`src/sv/pem_pkg.sv`:
```
// Shared types and constants of the Prewitt edge magnitude block.
`default_nettype none

package pem_pkg;

    // Configuration port
    localparam int CFG_W = 11;
    localparam logic REG_FRAME_WIDTH  = 1'b0;
    localparam logic REG_FRAME_HEIGHT = 1'b1;
    localparam logic [CFG_W-1:0] FRAME_WIDTH_RESET  = 11'd1000;
    localparam logic [CFG_W-1:0] FRAME_HEIGHT_RESET = 11'd1000;

    // Frame geometry
    localparam int DIM_MIN  = 3;
    localparam int ROWS_MAX = 1024;
    localparam int ROW_W    = 10;
    localparam int COORD_W  = 10;

    // Pixel and gradient widths
    localparam int PIXEL_IN_W = 8;
    localparam int GRAD_W     = 8;
    localparam logic [GRAD_W-1:0] GRAD_MAX = 8'd255;

    // Root unit: one result bit per step over a radicand of twice the result width
    localparam int ROOT_STEPS  = GRAD_W;
    localparam int RADICAND_W  = 2 * GRAD_W;
    localparam int STEP_CNT_W  = $clog2(ROOT_STEPS);

    typedef enum logic [2:0] {
        ST_IDLE,
        ST_READ,
        ST_SQUARE,
        ST_SUM,
        ST_ROOT,
        ST_HOLD
    } state_t;

endpackage

`default_nettype wire

```
`src/sv/pem_isqrt.sv`:
```
// Iterative floor square root, one result bit per cycle.
`default_nettype none

module pem_isqrt (
    input  wire logic                           clk,
    input  wire logic                           rst_n,
    input  wire logic                           start,
    input  wire logic [pem_pkg::RADICAND_W-1:0] radicand,
    output logic                                done,
    output logic      [pem_pkg::GRAD_W-1:0]     root
);

    localparam int REM_W  = pem_pkg::GRAD_W + 1;
    localparam int WORK_W = REM_W + 2;

    logic                            busy_reg, busy_next;
    logic                            done_reg, done_next;
    logic [pem_pkg::STEP_CNT_W-1:0]  cnt_reg, cnt_next;
    logic [pem_pkg::RADICAND_W-1:0]  rad_reg, rad_next;
    logic [REM_W-1:0]                rem_reg, rem_next;
    logic [pem_pkg::GRAD_W-1:0]      root_reg, root_next;

    logic [WORK_W-1:0] work;
    logic [WORK_W-1:0] trial;
    logic [WORK_W-1:0] diff;
    logic              fits;

    always_comb
    begin
        // bring down the next two radicand bits and try root*4+1
        work  = {rem_reg, rad_reg[pem_pkg::RADICAND_W-1 -: 2]};
        trial = {1'b0, root_reg, 2'b01};
        fits  = (work >= trial);
        diff  = work - trial;

        busy_next = busy_reg;
        done_next = 1'b0;
        cnt_next  = cnt_reg;
        rad_next  = rad_reg;
        rem_next  = rem_reg;
        root_next = root_reg;

        if (start)
        begin
            busy_next = 1'b1;
            cnt_next  = pem_pkg::STEP_CNT_W'(pem_pkg::ROOT_STEPS - 1);
            rad_next  = radicand;
            rem_next  = '0;
            root_next = '0;
        end
        else if (busy_reg)
        begin
            rad_next  = rad_reg << 2;
            rem_next  = fits ? diff[REM_W-1:0] : work[REM_W-1:0];
            root_next = {root_reg[pem_pkg::GRAD_W-2:0], fits};
            cnt_next  = cnt_reg - pem_pkg::STEP_CNT_W'(1);
            if (cnt_reg == '0)
            begin
                busy_next = 1'b0;
                done_next = 1'b1;
            end
        end
    end

    always_ff @(posedge clk or negedge rst_n)
    begin
        if (!rst_n)
        begin
            busy_reg <= 1'b0;
            done_reg <= 1'b0;
            cnt_reg  <= '0;
        end
        else
        begin
            busy_reg <= busy_next;
            done_reg <= done_next;
            cnt_reg  <= cnt_next;
        end
    end

    always_ff @(posedge clk)
    begin
        rad_reg  <= rad_next;
        rem_reg  <= rem_next;
        root_reg <= root_next;
    end

    assign done = done_reg;
    assign root = root_reg;

endmodule

`default_nettype wire

```
`config.mk`:
```
export PLATFORM = sky130hd
export DESIGN_NAME = pem_isqrt
export DESIGN_NICKNAME = d
export VERILOG_FILES = /design/src/sv/pem_pkg.sv /design/src/sv/pem_isqrt.sv
export SDC_FILE = /design/constraint.sdc
export NUM_CORES = 1
export LEC_CHECK = 0
export BUFFER_PORTS_ARGS = -buffer_cell sky130_fd_sc_hd__buf_2
export CAP_MARGIN = 30
export CORE_MARGIN = 1
export CORE_UTILIZATION = 30
export CTS_BUF_LIST = sky130_fd_sc_hd__clkbuf_8
export DETAILED_ROUTE_END_ITERATION = 7
export HOLD_SLACK_MARGIN = 0.02
export PLACE_DENSITY = 0.53
export SYNTH_ARGS = -nofsm -noshare
export SYNTH_HDL_FRONTEND = slang
export SYNTH_SLANG_ARGS = --single-unit
```
`constraint.sdc`:
```
create_clock -name clk -period 2.4 [get_ports clk]
set_input_delay 0.12 -clock clk [delete_from_list [all_inputs] [get_ports clk]]
set_output_delay 0.12 -clock clk [all_outputs]
set_load 0.1 [all_outputs]
```
After elaboration in Yosys (flattened, before gate mapping) --
Cells that the tools add are included.
Storage, ports and cells: bits in registers 38, word-level logic and storage cells 22
Cells by class: add/subtract/negate cells 2, reduce and logical (&&, ||, !) cells 2, order comparisons 1, multiplexer cells 11
Operator list (count):
- 16-bit 2-to-1 mux | 2
- 11-bit by 10-bit >= comparator with 1-bit output | 1
- 9-bit 2-to-1 mux | 1
- 9-bit subtractor | 1
- 1-bit 2-to-1 mux | 6
- 3-bit 2-to-1 mux | 2
- 3-bit logical NOT | 1
- 3-bit by 1-bit subtractor with 3-bit output, second input constant | 1
- 2-bit nonzero test | 1

Depth between registers and ports, before layout --
depth after elaboration 4, gate-level depth with buffers 9, depth with buffers taken out 7

Worst setup path after synthesis --
Ideal clock, no wire load.
path kind register to register, start reg root_reg, in the netlist root[6], end reg rem_reg[5], period minus slack after synthesis 2.548 ns, arrival 2.457 ns, buffers on the path 1, stages on the path, launching flop included 9, slack -0.148 ns, setup time 0.091 ns, cell sequence dfxtp_1 inv_1 ha_1 a21o_1 a211oi_2 o31a_1 buf_6 nand3_1 a311oi_1
Between the ends: cells in the longest elaborated chain, start to end 2
Ends and longest elaborated chain:
- from (decl) | line pem_isqrt.sv:21 | logic [pem_pkg::GRAD_W-1:0] root_reg, root_next;
- from (signal assigned) | line pem_isqrt.sv:85 | root_reg <= root_next;
- 11-bit by 10-bit >= comparator with 1-bit output | line pem_isqrt.sv:33 | fits = (work >= trial);
- 9-bit 2-to-1 mux | line pem_isqrt.sv:54 | rem_next = fits ? diff[REM_W-1:0] : work[REM_W-1:0];
- to (signal assigned) | line pem_isqrt.sv:84 | rem_reg <= rem_next;
- to (decl) | line pem_isqrt.sv:20 | logic [REM_W-1:0] rem_reg, rem_next;
Every way passes these cells. A chain may end at the register's enable or synchronous reset.

Final worst setup path --
start reg root_reg, in the netlist root[6], end reg rem_reg[1]
Same word-level chain as after synthesis.

==> results.rst <==
.. list-table::
   :header-rows: 1

   * - Metric
     - Value
   * - Status
     - finished clean
   * - Post-CTS setup buffer count
     - 0
   * - Number of buffers created by CTS
     - 5
   * - Post-detailed-routing wire length
     - around 4200 um
   * - Vias after detailed routing
     - approximately 1500
   * - Maximum number of pins on one net before global-route repair
     - 30
   * - Worst hold margin
     - 0.1093 ns
   * - Reg2reg end
     - rem_reg[1]
   * - Highest clock frequency the design can meet
     - 476.2 MHz
   * - Slew at the pin closest to its max-slew limit
     - roughly 0.6 ns
   * - Worst IR drop on VDD
     - around 0.00036 V
   * - Hold/Removal Path Class
     - in2reg
   * - Synth top cells by count
     - sky130_fd_sc_hd__nor2_1, sky130_fd_sc_hd__dfxtp_1, sky130_fd_sc_hd__edfxtp_1, sky130_fd_sc_hd__inv_1, sky130_fd_sc_hd__mux2_1
   * - Depth of the most critical reg-to-reg path
     - 7
   * - Mapped Cells
     - 200
   * - DRC viols
     - 0
   * - Top cells by area in the synthesized netlist
     - sky130_fd_sc_hd__edfxtp_1, sky130_fd_sc_hd__dfxtp_1, sky130_fd_sc_hd__mux2_1
   * - Count of antenna diodes in the layout
     - 0
   * - Startpoint of the worst hold path
     - radicand[4]
   * - Height of the die
     - 85.11 um
   * - Area growth from synthesis to layout
     - 15.40%
   * - Max capacitance violation total
     - 0
   * - Max-slew headroom
     - 0.6107
   * - Die Footprint
     - 7243 um2
   * - Minimum setup slack among reg-to-reg paths
     - about 0.3 ns
   * - Die Width
     - roughly 85 um
   * - Netlist cell types
     - 48
   * - Wire length of the first global-routing pass
     - around 6900 um
   * - Final worst path period need
     - between 2 and 2.5 ns
   * - Detail Route Antenna Nets
     - 0
   * - Post-Synthesis Cell Area
     - roughly 2100 um2
   * - Clock Pin Slew Worst Setup and Hold Paths
     - around 0.080 ns
   * - Leading cell type by number of instances after synthesis
     - sky130_fd_sc_hd__nor2_1
   * - Largest register FFs
     - 16
   * - Share of flip-flops with an asynchronous set or reset after synthesis
     - 0.1316
   * - Final Cycle Share
     - 0.8749
   * - Worst flop-to-flop path startpoint
     - root[6]
   * - Worst Hold Path Cells
     - 2
   * - Count of buffers inserted at the top-level ports
     - 27
   * - Non-Filler Instances
     - ~310
   * - Worst EP required
     - 2.60 ns
   * - Count of H-tree levels built during CTS
     - 2
   * - Critical Path Fanout Max
     - 11
   * - Vias/cell
     - around 5
   * - Number of antenna violations at the first check in global routing
     - 0
   * - Total core area
     - 6495 um2
   * - Clock tree skew after final layout
     - roughly 0.0038 ns
   * - Starting density of the core
     - 0.3190
   * - Cell area power density
     - 1075 nW/um2
   * - Destination of the worst hold path
     - rad_reg[4]
   * - YS warnings
     - 0
   * - Data arrival, critical path
     - roughly 2.3 ns
   * - Sort of element at the end of the critical path
     - flop
   * - Final total negative setup slack
     - 0 ns
   * - Number of flops mapped to enable cells by yosys
     - 16
   * - Cell row count
     - 29
   * - Sequential area share after synthesis
     - 0.4565
   * - Unrepaired setup endpoints after global routing
     - false
   * - Root cell of the clock tree
     - sky130_fd_sc_hd__clkbuf_8
   * - Quantity of gates resized following cts
     - 0
   * - Leakage power
     - approximately 1.0 nW
   * - Sort of element at the start of the critical path
     - flop
   * - Clock tree from TritonCTS
     - yes
   * - Via count of the first global-routing pass
     - approximately 1500
   * - Average size of a mapped cell
     - 10.36 um2
   * - Max-slew violation count
     - 0
   * - # setup viols final
     - 0
   * - Placed Cells
     - around 300
   * - Post-synth top area share
     - 0.2319
   * - Total I/O pin count
     - 28
   * - Detailed placer's ending HPWL
     - 2952 um
   * - Grt ovf
     - 0
   * - Clock Path Buffers
     - 2
   * - Mapped Nets
     - 231
   * - First-iteration detailed-routing DRC count
     - ~120
   * - Worst Setup Path Type
     - reg2reg
   * - Worst-Skew Late Latency
     - a little under 0.3 ns
   * - Share of cells above drive strength 1
     - 0.2217
   * - Number of detailed-routing iterations run before antenna repair
     - 4
   * - Hold Vio Cnt, Final
     - 0
   * - CTS Sinks
     - 38
   * - Most used flip-flop cell after synthesis
     - sky130_fd_sc_hd__dfxtp_1
   * - Number of register bits inferred by synthesis
     - 38
   * - Number of nets in the layout
     - 260
   * - Final RePlAce weighted congestion
     - ~0.80
   * - Avg WL per Cell
     - 13.72 um
   * - Largest area contributor in the netlist
     - sky130_fd_sc_hd__edfxtp_1
   * - Overall fraction of global-route tracks in use
     - 0.1228
cells by family after synthesis:
group | count (synthesis) | synth area share
muxes | 22 | 0.1147
xor gates and xnor gates | 6 | 0.02537
buffers and inverters | 26 | 0.05375
and+or+nand+nor | 52 | 0.1226
DFF | 38 | 0.4565
AOI/OAI and AO/OA | 44 | 0.1546
adders and majority gates | 12 | 0.07246
layout make-up:
class                      instances  area, um2
fill                             666       4104
multi-input combinational        136       1015
sequential                        38      955.9
timing repair buffer              33      182.7
tap                               77      96.34
clock buffer                       5      68.82
inverter                          15      56.30
clock inverter                     3      16.27
power by group:
part,switching (mW),internal (mW),leakage [nW]
registers,0.0727,0.786,0.369
logic,0.761,0.507,0.632
clock network,0.245,0.199,0.0416
total,1.08,1.49,1.04
worst max-delay path, stage by stage, from the launching register on:
cell,delay [ns]
sky130_fd_sc_hd__dfxtp_2,0.35
sky130_fd_sc_hd__inv_1,0.04
sky130_fd_sc_hd__ha_1,0.32
sky130_fd_sc_hd__a21o_1,0.18
sky130_fd_sc_hd__a211oi_2,0.29
sky130_fd_sc_hd__o31a_1,0.43
sky130_fd_sc_hd__nand3_1,0.13
sky130_fd_sc_hd__a311oi_1,0.26
metrics by stage:
step	util	area (um2)	setup WS, ns	total power, mW
after floorplan	-	2082	0.1840	1.884
after detailed placement	0.3535	2296	0.3070	2.132
after global placement	0.3535	2296	0.3178	2.135
after CTS	0.3681	2391	0.2779	2.587
after global routing	0.3681	2391	0.06334	2.746
final	0.3681	2391	0.3002	2.570
worst max path at each step:
stage	end	from	depth (start not counted)	slack, ns
3_5_place_dp	rem_reg[5]	root[6]	7	0.31
6_report	rem_reg[1]	root[6]	7	0.30
3_3_place_gp	rem_reg[5]	root[6]	7	0.32
5_1_grt	rem_reg[1]	root[6]	7	0.06
4_1_cts	rem_reg[1]	root[6]	7	0.28
2_1_floorplan	rem_reg[5]	root[6]	8	0.18
per-layer routing:
metal,GRT usage,share of wire,vias up
met4,0.05701,0.024,0
met1,0.1471,0.48,705
met2,0.2053,0.45,35
li1,-,-,778
met3,0.03307,0.044,11
met5,0,0,-
layout by cell type (no fill, tap or decap), types with 2 or more instances in the layout:
master,instances
sky130_fd_sc_hd__dfxtp_2,8
sky130_fd_sc_hd__o21a_1,2
sky130_fd_sc_hd__nand2b_1,5
sky130_fd_sc_hd__nand3_1,6
sky130_fd_sc_hd__nor2b_1,2
sky130_fd_sc_hd__nor2_1,21
sky130_fd_sc_hd__mux2_1,14
sky130_fd_sc_hd__o21ai_0,5
sky130_fd_sc_hd__dfrtp_1,5
sky130_fd_sc_hd__dfxtp_1,9
sky130_fd_sc_hd__nand2_1,6
sky130_fd_sc_hd__o211ai_1,2
sky130_fd_sc_hd__nor3b_1,2
sky130_fd_sc_hd__xor2_1,3
sky130_fd_sc_hd__buf_2,27
sky130_fd_sc_hd__clkbuf_8,5
sky130_fd_sc_hd__a21o_1,4
sky130_fd_sc_hd__edfxtp_1,16
sky130_fd_sc_hd__mux2i_1,8
sky130_fd_sc_hd__a21oi_1,6
sky130_fd_sc_hd__o22ai_1,3
sky130_fd_sc_hd__a31oi_1,3
sky130_fd_sc_hd__ha_1,12
sky130_fd_sc_hd__and2_1,2
sky130_fd_sc_hd__a311oi_1,5
sky130_fd_sc_hd__xnor2_1,3
sky130_fd_sc_hd__or3_1,2
sky130_fd_sc_hd__buf_4,5
sky130_fd_sc_hd__o21ai_1,2
sky130_fd_sc_hd__nand4_1,2
sky130_fd_sc_hd__inv_1,15
timing repair:
item                                    in CTS  in global routing
endpoints found under the hold margin        5                  0
hold buffers                                 1                  0
endpoints found under the setup margin       0                  0
(Power assumes the default switching activity.)
